[src/hdl/sss_pkg.sv]
// Shared constants, codes and control types for the signed subset-sum search block.
`default_nettype none
package sss_pkg;

	localparam int DEF_MAX_WEIGHTS = 16;
	localparam int DEF_WEIGHT_BITS = 16;
	localparam int WEIGHT_IN_W     = 16;
	localparam int TARGET_W        = 21;
	localparam int INDEX_W         = 4;
	localparam int COEF_W          = 2;

	localparam logic [1:0] CMD_CLEAR  = 2'd0;
	localparam logic [1:0] CMD_APPEND = 2'd1;
	localparam logic [1:0] CMD_SOLVE  = 2'd2;

	localparam logic [COEF_W-1:0] COEF_NEG  = 2'b11;
	localparam logic [COEF_W-1:0] COEF_ZERO = 2'b00;
	localparam logic [COEF_W-1:0] COEF_POS  = 2'b01;

	typedef struct packed {
		logic clear_list;
		logic append;
		logic solve_start;
		logic sweep_rd;
		logic sweep_wr;
		logic enter_rd;
		logic descend;
		logic back_rd;
		logic next_coef;
		logic undo;
		logic emit_start;
		logic emit_rd;
		logic load_found;
		logic load_fail;
	} sss_cmd_t;

	typedef struct packed {
		logic idx_zero;
		logic d_zero;
		logic at_end;
		logic gap_zero;
		logic prune;
		logic coef_pos;
		logic emit_last;
		logic out_free;
	} sss_stat_t;

endpackage
`default_nettype wire

[src/hdl/sss_ifs.sv]
// Request and result channel interfaces of the signed subset-sum search block.
`default_nettype none
interface sss_req_if;
	logic                                 valid;
	logic                                 ready;
	logic [1:0]                           command;
	logic [sss_pkg::WEIGHT_IN_W-1:0]      weight_value;
	logic signed [sss_pkg::TARGET_W-1:0]  target_mass;

	modport source (output valid, output command, output weight_value, output target_mass,
		input ready);
	modport sink (input valid, input command, input weight_value, input target_mass,
		output ready);
endinterface

interface sss_rsp_if;
	logic                               valid;
	logic                               ready;
	logic                               found;
	logic [sss_pkg::INDEX_W-1:0]        weight_index;
	logic signed [sss_pkg::COEF_W-1:0]  coefficient;
	logic                               last;

	modport source (output valid, output found, output weight_index, output coefficient,
		output last, input ready);
	modport sink (input valid, input found, input weight_index, input coefficient,
		input last, output ready);
endinterface
`default_nettype wire

[src/hdl/sss_ctrl.sv]
// Controller state machine sequencing load, suffix-sum sweep, backtracking search and emission.
`default_nettype none
module sss_ctrl (
	input  wire logic                clk,
	input  wire logic                arst_n,
	input  wire logic                in_valid,
	input  wire logic [1:0]          in_command,
	input  wire sss_pkg::sss_stat_t  stat,
	output logic                     in_ready,
	output sss_pkg::sss_cmd_t        cmd
);
	import sss_pkg::*;

	localparam logic [3:0] S_IDLE     = 4'd0;
	localparam logic [3:0] S_SWEEP_RD = 4'd1;
	localparam logic [3:0] S_SWEEP_WR = 4'd2;
	localparam logic [3:0] S_ENTER_RD = 4'd3;
	localparam logic [3:0] S_ENTER_EV = 4'd4;
	localparam logic [3:0] S_BACK_RD  = 4'd5;
	localparam logic [3:0] S_BACK_EV  = 4'd6;
	localparam logic [3:0] S_EMIT_RD  = 4'd7;
	localparam logic [3:0] S_EMIT_WR  = 4'd8;
	localparam logic [3:0] S_FAIL     = 4'd9;

	logic [3:0] state_q;
	logic [3:0] state_nx;

	assign in_ready = (state_q == S_IDLE);

	always_comb begin
		cmd      = '0;
		state_nx = state_q;
		case (state_q)
			S_IDLE: begin
				if (in_valid) begin
					case (in_command)
						CMD_CLEAR:  cmd.clear_list = 1'b1;
						CMD_APPEND: cmd.append = 1'b1;
						CMD_SOLVE: begin
							cmd.solve_start = 1'b1;
							state_nx        = S_SWEEP_RD;
						end
						default: ;
					endcase
				end
			end
			S_SWEEP_RD: begin
				if (stat.idx_zero) begin
					state_nx = S_ENTER_RD;
				end else begin
					cmd.sweep_rd = 1'b1;
					state_nx     = S_SWEEP_WR;
				end
			end
			S_SWEEP_WR: begin
				cmd.sweep_wr = 1'b1;
				state_nx     = S_SWEEP_RD;
			end
			S_ENTER_RD: begin
				cmd.enter_rd = 1'b1;
				state_nx     = S_ENTER_EV;
			end
			S_ENTER_EV: begin
				if (stat.at_end) begin
					if (stat.gap_zero) begin
						cmd.emit_start = 1'b1;
						state_nx       = S_EMIT_RD;
					end else begin
						state_nx = S_BACK_RD;
					end
				end else if (stat.prune) begin
					state_nx = S_BACK_RD;
				end else begin
					cmd.descend = 1'b1;
					state_nx    = S_ENTER_RD;
				end
			end
			S_BACK_RD: begin
				if (stat.d_zero) begin
					state_nx = S_FAIL;
				end else begin
					cmd.back_rd = 1'b1;
					state_nx    = S_BACK_EV;
				end
			end
			S_BACK_EV: begin
				if (stat.coef_pos) begin
					cmd.undo = 1'b1;
					state_nx = S_BACK_RD;
				end else begin
					cmd.next_coef = 1'b1;
					state_nx      = S_ENTER_RD;
				end
			end
			S_EMIT_RD: begin
				cmd.emit_rd = 1'b1;
				state_nx    = S_EMIT_WR;
			end
			S_EMIT_WR: begin
				if (stat.out_free) begin
					cmd.load_found = 1'b1;
					state_nx       = stat.emit_last ? S_IDLE : S_EMIT_RD;
				end
			end
			S_FAIL: begin
				if (stat.out_free) begin
					cmd.load_fail = 1'b1;
					state_nx      = S_IDLE;
				end
			end
			default: state_nx = S_IDLE;
		endcase
	end

	always_ff @(posedge clk or negedge arst_n) begin
		if (!arst_n) begin
			state_q <= S_IDLE;
		end else begin
			state_q <= state_nx;
		end
	end

endmodule
`default_nettype wire

[src/hdl/sss_dp.sv]
// Datapath: weight, suffix-sum and coefficient memories, search registers and result register.
`default_nettype none
module sss_dp #(
	parameter int MAX_WEIGHTS = sss_pkg::DEF_MAX_WEIGHTS,
	parameter int WEIGHT_BITS = sss_pkg::DEF_WEIGHT_BITS
) (
	input  wire logic                                clk,
	input  wire logic                                arst_n,
	input  wire sss_pkg::sss_cmd_t                   cmd,
	output sss_pkg::sss_stat_t                       stat,
	input  wire logic [sss_pkg::WEIGHT_IN_W-1:0]     weight_value,
	input  wire logic signed [sss_pkg::TARGET_W-1:0] target_mass,
	output logic                                     found,
	output logic [sss_pkg::INDEX_W-1:0]              weight_index,
	output logic signed [sss_pkg::COEF_W-1:0]        coefficient,
	output logic                                     last,
	output logic                                     out_valid,
	input  wire logic                                out_ready
);
	import sss_pkg::*;

	localparam int CNT_W = $clog2(MAX_WEIGHTS + 1);
	localparam int ADR_W = (MAX_WEIGHTS > 1) ? $clog2(MAX_WEIGHTS) : 1;
	localparam int REM_W = WEIGHT_BITS + CNT_W;
	localparam int GAP_W = ((REM_W > TARGET_W) ? REM_W : TARGET_W) + 3;

	logic [WEIGHT_BITS-1:0] wmem [MAX_WEIGHTS];
	logic [REM_W-1:0]       rmem [MAX_WEIGHTS+1];
	logic [COEF_W-1:0]      cmem [MAX_WEIGHTS];

	logic [CNT_W-1:0]        count_q;
	logic [CNT_W-1:0]        idx_q;
	logic [CNT_W-1:0]        d_q;
	logic [REM_W-1:0]        acc_q;
	logic signed [GAP_W-1:0] gap_q;
	logic [WEIGHT_BITS-1:0]  w_rd_q;
	logic [REM_W-1:0]        rem_rd_q;
	logic [COEF_W-1:0]       coef_rd_q;
	logic                    out_vld_q;
	logic                    found_q;
	logic [INDEX_W-1:0]      index_q;
	logic [COEF_W-1:0]       coef_q;
	logic                    last_q;

	logic [CNT_W-1:0]                 idx_m1;
	logic [CNT_W-1:0]                 d_m1;
	logic [ADR_W-1:0]                 w_addr;
	logic [ADR_W-1:0]                 c_addr;
	logic [REM_W-1:0]                 acc_nx;
	logic signed [GAP_W-1:0]          w_gap;
	logic signed [GAP_W-1:0]          rem_gap;
	logic signed [GAP_W-1:0]          gap_plus_rem;
	logic [WEIGHT_BITS+WEIGHT_IN_W-1:0] wv_ext;
	logic [CNT_W+INDEX_W-1:0]         idx_ext;
	logic                             full;
	logic                             emit_last;
	logic                             out_free;

	assign idx_m1       = idx_q - 1'b1;
	assign d_m1         = d_q - 1'b1;
	assign acc_nx       = acc_q + {{(REM_W-WEIGHT_BITS){1'b0}}, w_rd_q};
	assign w_gap        = $signed({{(GAP_W-WEIGHT_BITS){1'b0}}, w_rd_q});
	assign rem_gap      = $signed({{(GAP_W-REM_W){1'b0}}, rem_rd_q});
	assign gap_plus_rem = gap_q + rem_gap;
	assign wv_ext       = {{WEIGHT_BITS{1'b0}}, weight_value};
	assign idx_ext      = {{INDEX_W{1'b0}}, idx_q};
	assign full         = (count_q == CNT_W'(MAX_WEIGHTS));
	assign emit_last    = (count_q == '0) || (idx_q == count_q - 1'b1);
	assign out_free     = !out_vld_q || out_ready;

	always_comb begin
		if (cmd.sweep_rd) begin
			w_addr = idx_m1[ADR_W-1:0];
		end else if (cmd.back_rd) begin
			w_addr = d_m1[ADR_W-1:0];
		end else begin
			w_addr = d_q[ADR_W-1:0];
		end
	end

	assign c_addr = cmd.emit_rd ? idx_q[ADR_W-1:0] : d_m1[ADR_W-1:0];

	// weight store
	always_ff @(posedge clk) begin
		if (cmd.append && !full) begin
			wmem[count_q[ADR_W-1:0]] <= wv_ext[WEIGHT_BITS-1:0];
		end
		if (cmd.sweep_rd || cmd.enter_rd || cmd.back_rd) begin
			w_rd_q <= wmem[w_addr];
		end
	end

	// suffix sums of the weights, used to cut hopeless branches
	always_ff @(posedge clk) begin
		if (cmd.solve_start) begin
			rmem[count_q] <= '0;
		end else if (cmd.sweep_wr) begin
			rmem[idx_m1] <= acc_nx;
		end
		if (cmd.enter_rd) begin
			rem_rd_q <= rmem[d_q];
		end
	end

	// coefficient stack
	always_ff @(posedge clk) begin
		if (cmd.descend) begin
			cmem[d_q[ADR_W-1:0]] <= COEF_NEG;
		end else if (cmd.next_coef) begin
			cmem[d_q[ADR_W-1:0]] <= (coef_rd_q == COEF_NEG) ? COEF_ZERO : COEF_POS;
		end
		if (cmd.back_rd || cmd.emit_rd) begin
			coef_rd_q <= cmem[c_addr];
		end
	end

	always_ff @(posedge clk or negedge arst_n) begin
		if (!arst_n) begin
			count_q   <= '0;
			idx_q     <= '0;
			d_q       <= '0;
			out_vld_q <= 1'b0;
		end else begin
			if (cmd.clear_list) begin
				count_q <= '0;
			end else if (cmd.append && !full) begin
				count_q <= count_q + 1'b1;
			end

			if (cmd.solve_start) begin
				idx_q <= count_q;
			end else if (cmd.sweep_wr) begin
				idx_q <= idx_m1;
			end else if (cmd.emit_start) begin
				idx_q <= '0;
			end else if (cmd.load_found) begin
				idx_q <= idx_q + 1'b1;
			end

			if (cmd.solve_start) begin
				d_q <= '0;
			end else if (cmd.descend || cmd.next_coef) begin
				d_q <= d_q + 1'b1;
			end else if (cmd.back_rd) begin
				d_q <= d_m1;
			end

			if (cmd.load_found || cmd.load_fail) begin
				out_vld_q <= 1'b1;
			end else if (out_ready) begin
				out_vld_q <= 1'b0;
			end
		end
	end

	// gap holds target minus running sum
	always_ff @(posedge clk) begin
		if (cmd.solve_start) begin
			acc_q <= '0;
			gap_q <= GAP_W'(target_mass);
		end else begin
			if (cmd.sweep_wr) begin
				acc_q <= acc_nx;
			end
			if (cmd.descend || cmd.undo) begin
				gap_q <= gap_q + w_gap;
			end else if (cmd.next_coef) begin
				gap_q <= gap_q - w_gap;
			end
		end
	end

	always_ff @(posedge clk) begin
		if (cmd.load_found) begin
			found_q <= 1'b1;
			index_q <= idx_ext[INDEX_W-1:0];
			coef_q  <= (count_q == '0) ? COEF_ZERO : coef_rd_q;
			last_q  <= emit_last;
		end else if (cmd.load_fail) begin
			found_q <= 1'b0;
			index_q <= '0;
			coef_q  <= COEF_ZERO;
			last_q  <= 1'b1;
		end
	end

	assign stat.idx_zero  = (idx_q == '0);
	assign stat.d_zero    = (d_q == '0);
	assign stat.at_end    = (d_q == count_q);
	assign stat.gap_zero  = (gap_q == '0);
	assign stat.prune     = (gap_q > rem_gap) || (gap_plus_rem < 0);
	assign stat.coef_pos  = (coef_rd_q == COEF_POS);
	assign stat.emit_last = emit_last;
	assign stat.out_free  = out_free;

	assign found        = found_q;
	assign weight_index = index_q;
	assign coefficient  = $signed(coef_q);
	assign last         = last_q;
	assign out_valid    = out_vld_q;

	a_count_bound: assert property (@(posedge clk) disable iff (!arst_n)
		count_q <= CNT_W'(MAX_WEIGHTS))
		else $error("weight count beyond capacity");

	a_depth_bound: assert property (@(posedge clk) disable iff (!arst_n)
		(cmd.descend || cmd.next_coef || cmd.back_rd || cmd.enter_rd) |-> d_q <= count_q)
		else $error("search depth beyond loaded weights");

	a_descend_inside: assert property (@(posedge clk) disable iff (!arst_n)
		cmd.descend |-> d_q != count_q)
		else $error("descend past the last weight");

	a_load_free: assert property (@(posedge clk) disable iff (!arst_n)
		(cmd.load_found || cmd.load_fail) |-> out_free)
		else $error("result register overwritten before transaction");

	a_load_valid: assert property (@(posedge clk) disable iff (!arst_n)
		(cmd.load_found || cmd.load_fail) |=> out_vld_q)
		else $error("loaded result not presented");

endmodule
`default_nettype wire

[src/hdl/signed_subset_sum_search.sv]
// Top level: signed subset-sum search over loaded weights with coefficients -1, 0, +1.
// Clear and append transactions leave the request side ready.
// Solve: a suffix-sum sweep over the list, then a depth-first search that enters nodes and pops
// on backtrack, then the results, one per weight, each waiting for a free result register.
// One request is worked on at a time; the result register lets the next request enter early.
// Asynchronous reset empties the weight list and idles; stores hold garbage until written.
`default_nettype none
module signed_subset_sum_search #(
	parameter int MAX_WEIGHTS = sss_pkg::DEF_MAX_WEIGHTS,
	parameter int WEIGHT_BITS = sss_pkg::DEF_WEIGHT_BITS
) (
	input wire logic  clk,
	input wire logic  arst_n,
	sss_req_if.sink   request,
	sss_rsp_if.source result
);
	import sss_pkg::*;

	sss_cmd_t  cmd;
	sss_stat_t stat;

	sss_ctrl u_ctrl (
		.clk        (clk),
		.arst_n     (arst_n),
		.in_valid   (request.valid),
		.in_command (request.command),
		.stat       (stat),
		.in_ready   (request.ready),
		.cmd        (cmd)
	);

	sss_dp #(
		.MAX_WEIGHTS (MAX_WEIGHTS),
		.WEIGHT_BITS (WEIGHT_BITS)
	) u_dp (
		.clk          (clk),
		.arst_n       (arst_n),
		.cmd          (cmd),
		.stat         (stat),
		.weight_value (request.weight_value),
		.target_mass  (request.target_mass),
		.found        (result.found),
		.weight_index (result.weight_index),
		.coefficient  (result.coefficient),
		.last         (result.last),
		.out_valid    (result.valid),
		.out_ready    (result.ready)
	);

endmodule
`default_nettype wire

[src/flat_wrapper.sv]
// flat-port wrapper written by rule: the top's interface ports become plain ports
module signed_subset_sum_search_flat import sss_pkg::*;
#(
	parameter int MAX_WEIGHTS = sss_pkg::DEF_MAX_WEIGHTS,
	parameter int WEIGHT_BITS = sss_pkg::DEF_WEIGHT_BITS
)
  (clk, arst_n, request_valid, request_command, request_weight_value, request_target_mass, request_ready, result_valid, result_found, result_weight_index, result_coefficient, result_last, result_ready);
  sss_req_if request_i ();
  sss_rsp_if result_i ();
  input wire logic clk;
  input wire logic arst_n;
  input wire logic [$bits(request_i.valid)-1:0] request_valid;
  input wire logic [$bits(request_i.command)-1:0] request_command;
  input wire logic [$bits(request_i.weight_value)-1:0] request_weight_value;
  input wire logic [$bits(request_i.target_mass)-1:0] request_target_mass;
  output wire logic [$bits(request_i.ready)-1:0] request_ready;
  output wire logic [$bits(result_i.valid)-1:0] result_valid;
  output wire logic [$bits(result_i.found)-1:0] result_found;
  output wire logic [$bits(result_i.weight_index)-1:0] result_weight_index;
  output wire logic [$bits(result_i.coefficient)-1:0] result_coefficient;
  output wire logic [$bits(result_i.last)-1:0] result_last;
  input wire logic [$bits(result_i.ready)-1:0] result_ready;
  assign request_i.valid = request_valid;
  assign request_i.command = request_command;
  assign request_i.weight_value = request_weight_value;
  assign request_i.target_mass = request_target_mass;
  assign request_ready = request_i.ready;
  assign result_valid = result_i.valid;
  assign result_found = result_i.found;
  assign result_weight_index = result_i.weight_index;
  assign result_coefficient = result_i.coefficient;
  assign result_last = result_i.last;
  assign result_i.ready = result_ready;
  signed_subset_sum_search #(.MAX_WEIGHTS(MAX_WEIGHTS), .WEIGHT_BITS(WEIGHT_BITS)) u_core (.clk(clk), .arst_n(arst_n), .request(request_i), .result(result_i));
endmodule
[config.mk]
export PLATFORM = sky130hd
export DESIGN_NAME = signed_subset_sum_search_flat
export DESIGN_NICKNAME = d
export VERILOG_FILES = /design/src/hdl/sss_pkg.sv /design/src/hdl/sss_ifs.sv /design/src/hdl/sss_ctrl.sv /design/src/hdl/sss_dp.sv /design/src/hdl/signed_subset_sum_search.sv /design/src/flat_wrapper.sv
export SDC_FILE = /design/constraint.sdc
export NUM_CORES = 1
export LEC_CHECK = 0
export ABC_AREA = 0
export BUFFER_PORTS_ARGS = -buffer_cell sky130_fd_sc_hd__buf_2
export CORE_MARGIN = 2
export CORE_UTILIZATION = 40
export DETAILED_ROUTE_END_ITERATION = 8
export PLACE_DENSITY = 0.6
export SLEW_MARGIN = 20
export SYNTH_ARGS = -nofsm -noshare
export SYNTH_HDL_FRONTEND = slang
export SYNTH_SLANG_ARGS = --single-unit
[constraint.sdc]
create_clock -name clk -period 5.1 [get_ports clk]
set_input_delay 0.255 -clock clk [delete_from_list [all_inputs] [get_ports clk]]
set_output_delay 0.255 -clock clk [all_outputs]
set_load 0.01 [all_outputs]
==> impl_results.rst <==
.. list-table::
   :header-rows: 1

   * - Metric
     - Value
   * - Worst EP arrival
     - 5380 ps
   * - DIE WIDTH
     - 292 µm
   * - Post-synthesis cell type with the largest combined area
     - edfxtp_1
   * - RSZ-0062 raised after global routing
     - true
   * - Router iterations before antenna repair
     - 5
   * - Worst clock skew
     - 39.0 ps
   * - Dominant synthesized flop cell
     - edfxtp_1
   * - Critical path capture point type
     - flop
   * - Buffer depth of the longest clock path
     - 3
   * - Most used standard cell by instance count after synthesis
     - edfxtp_1
   * - CTS root buffer
     - clkbuf_16
   * - Number of global-route vias before repair
     - 18,800
   * - Placement Cell Area
     - approximately 0.036 mm²
   * - Type of the setup path with the least slack
     - flop to flop
   * - Area taken by flip-flops and latches
     - between 0.02 and 0.025 mm²
   * - Fraction of synthesis flops using an asynchronous set or reset pin
     - 2.64%
   * - Syn_nets
     - 2,091
   * - Number of enable-type register cells in the synthesized netlist
     - 715
   * - CTS Buf Count
     - between 80 and 90
   * - Hpwl dp
     - about 50,000 µm
   * - Antenna Nets Post-Route
     - 0
   * - Number of rows in the core area
     - between 100 and 150
   * - Initial antenna violation count
     - 3
   * - Area of the multi-input gates
     - 0.0105 mm²
   * - Most frequent cells after synthesis
     - edfxtp_1, mux4_2, nor2_1
   * - Final Max Tran Viols
     - 0
   * - DRC violations left
     - 0
   * - Total die area
     - 0.0852 mm²
   * - Leakage power of the design
     - between 10 and 15 nW
   * - Iteration-0 DRC count of the detailed router
     - 1,460
   * - GR Overflow Total
     - 0
   * - Top achievable clock speed
     - 203 MHz
   * - Largest voltage drop on the vdd net
     - approximately 0.0004 V
   * - Startpoint of the worst setup timing path
     - u_core.u_dp.gap_q[12]
   * - Flip-flop and latch count after synthesis
     - between 700 and 800
   * - Worst setup timing slack at the placement stage
     - -170 ps
   * - Largest cells by area after synthesis
     - edfxtp_1, mux4_2, ha_1
   * - Final Hold Slack
     - 13.7 ps
   * - Share of the clock period used by the worst path
     - 96.6%
   * - First-pass GRT wire length
     - 120,000 µm
   * - Filler cell count in the final layout
     - 6,865
   * - Share of the synthesized area in the top cell type
     - about two thirds
   * - Setup_tns
     - 0 ps
   * - Number of clock sinks
     - about 760
   * - Largest net degree at the start of global routing
     - 91
   * - Boundary Pins
     - 53
   * - Number of port buffers
     - between 50 and 60
   * - Overall routed net length
     - 80,400 µm
   * - Hold Fails Final Rpt
     - 0
   * - CTS tree
     - built
   * - Wire per inst
     - about 24 µm
   * - Clock latency reported for the late side of the worst-skew pair
     - 640 ps
   * - Distinct cell type count of the synthesized netlist
     - slightly above 80
   * - Internal reg-to-reg setup slack
     - 170 ps
   * - Slew @ Worst Pin
     - 1050 ps
   * - Total track usage
     - 18.9%
   * - Post-route setup slack
     - 174 ps
   * - Share of cells above drive strength 1
     - 27.3%
   * - Hold Path Class
     - input pin to flop
   * - Final-report setup violation count
     - 0
   * - CP Max Fanout
     - 14
   * - Post-Synthesis Cell Area
     - 0.0332 mm²
   * - Avg Inst Size Synth
     - 17.0 µm²
   * - Core Area
     - about 0.082 mm²
   * - Fin nets
     - 2,319
   * - Vias after detailed routing
     - approximately 18,000
   * - Endpoint required time on the critical path
     - 5560 ps
   * - Max cap viols
     - 0
   * - Final estimated routing congestion in global placement
     - roughly 0.89
   * - Kind of start point of the critical path
     - flop
   * - Worst flop-to-flop path startpoint
     - u_core.u_dp.gap_q[12]
   * - Yosys synthesis warning count
     - 0
   * - Effective utilization at floorplan
     - 40.4%
   * - Cell count after synthesis
     - 1,951
   * - Slew margin rel.
     - 29.9%
   * - Signed area change from the synthesized netlist to the final layout
     - 17.6%
   * - Vias/cell
     - 5.55
   * - Height of the chip
     - roughly 290 µm
   * - Area of all placed cells without fillers
     - 0.0390 mm²
   * - H-tree levels
     - 3
   * - CTS clock-pin slew for the worst setup and hold paths
     - 70 ps
   * - Portion of the post-synthesis area used by sequential elements
     - 67.6%
   * - Outcome
     - complete, no violations
   * - Fin util
     - between 40% and 50%
   * - Minimum clock period
     - ~4900 ps
   * - Startpoint of the most critical hold path
     - request_target_mass[1]
   * - Power per cell area
     - 562 mW/mm²
[cell usage in the layout (no fill, tap or decap), types with 33 or more instances in the layout]
master,Yosys,routed
buf_4,5,120
edfxtp_1,715,715
o21ai_0,40,34
clkbuf_16,0,82
ha_1,95,88
xor2_1,35,33
mux4_2,177,177
mux2_2,43,43
buf_2,19,52
dlygate4sd3_1,0,39
nand2_1,104,104
nor2_1,113,95
a21oi_1,77,65
inv_1,53,53
[cell families (layout without fill, tap and decap cells)]
family	Yosys count	after routing	synth area share [%]
simple gates	389	389	5.80
fa+ha+maj	97	97	3.70
flops	757	757	67.6
mux	241	241	14.1
buf+inv	135	428	1.79
compound gates	263	263	5.15
other cells	0	1	0
xor+xnor	69	69	1.87
[final cells by class]
cell class                      instances  area share [%]
Antenna cell                            1         0.00641
Clock inverter                         44            1.44
Timing Repair Buffer                  227            4.71
Inverter                               53           0.510
Sequential cell                       757            57.5
Tap cell                             1070            3.43
Multi-Input combinational cell       1059            26.9
Clock buffer                          104            5.50
[where the power goes]
| group | switching, W | internal, W |
|---|---|---|
| Combinational | 0.00442 | 0.00356 |
| Sequential | 0.000371 | 0.00762 |
| Clock | 0.00243 | 0.00351 |
| Total | 0.00723 | 0.0147 |
[per-layer routing]
layer  global-route usage [%]  part of all wire, %
met1                     26.7                   44
met4                     5.42                  2.4
met2                     31.0                   49
met3                     2.41                  4.7
met5                        0                0.034
[per-stage QoR]
stage          instances  power, W
2_1_floorplan       1951    0.0132
3_3_place_gp        3115    0.0157
3_5_place_dp        3116    0.0158
4_1_cts             3303    0.0218
5_1_grt             3315    0.0229
6_report            3315    0.0219
[final timing paths]
path / endpoint / depth (start not counted)
setup / recovery: u_core.u_dp.gap_q[23] / 20
hold / removal: u_core.u_dp.gap_q[1] / 3
setup reg to reg: u_core.u_dp.gap_q[23] / 20
hold reg to reg: u_core.u_dp.found / 1
max in group asynchronous: u_core.u_dp.d_q[1] / 2
min in group asynchronous: u_core.u_dp.out_valid / 2
[worst max-delay path: stages (launching register included)]
cell      delay [ps]
edfxtp_1         480
ha_4             320
nor2_1            40
a2111o_1         380
a221oi_2         210
a21oi_1          100
a2111o_1         440
a21bo_4          250
buf_8            150
a21oi_4          140
xor2_2           210
ha_1             290
a21oi_2          150
o21ai_2           80
or4_4            410
o22a_1           240
a21oi_4          150
a21oi_2           90
a31oi_2          150
xor3_1           320
a21oi_1          130
[what timing repair did]
action	in CTS	in global routing
setup buffers	0	9
endpoints found under the hold margin	285	0
endpoints found under the setup margin	4	11
hold buffers	39	0
pin swaps	0	29
gates resized for setup	5	44
[registers in the layout, summed over array words and instances (netlist names), 16 cells and up]
name and count:
u_core.u_dp.rmem 357, u_core.u_dp.gap_q 24, u_core.u_dp.wmem 256, u_core.u_dp.rem_rd_q 21
u_core.u_dp.acc_q 21, u_core.u_dp.w_rd_q 16, u_core.u_dp.cmem 32
No activity file was read; power rests on OpenSTA's default activity.
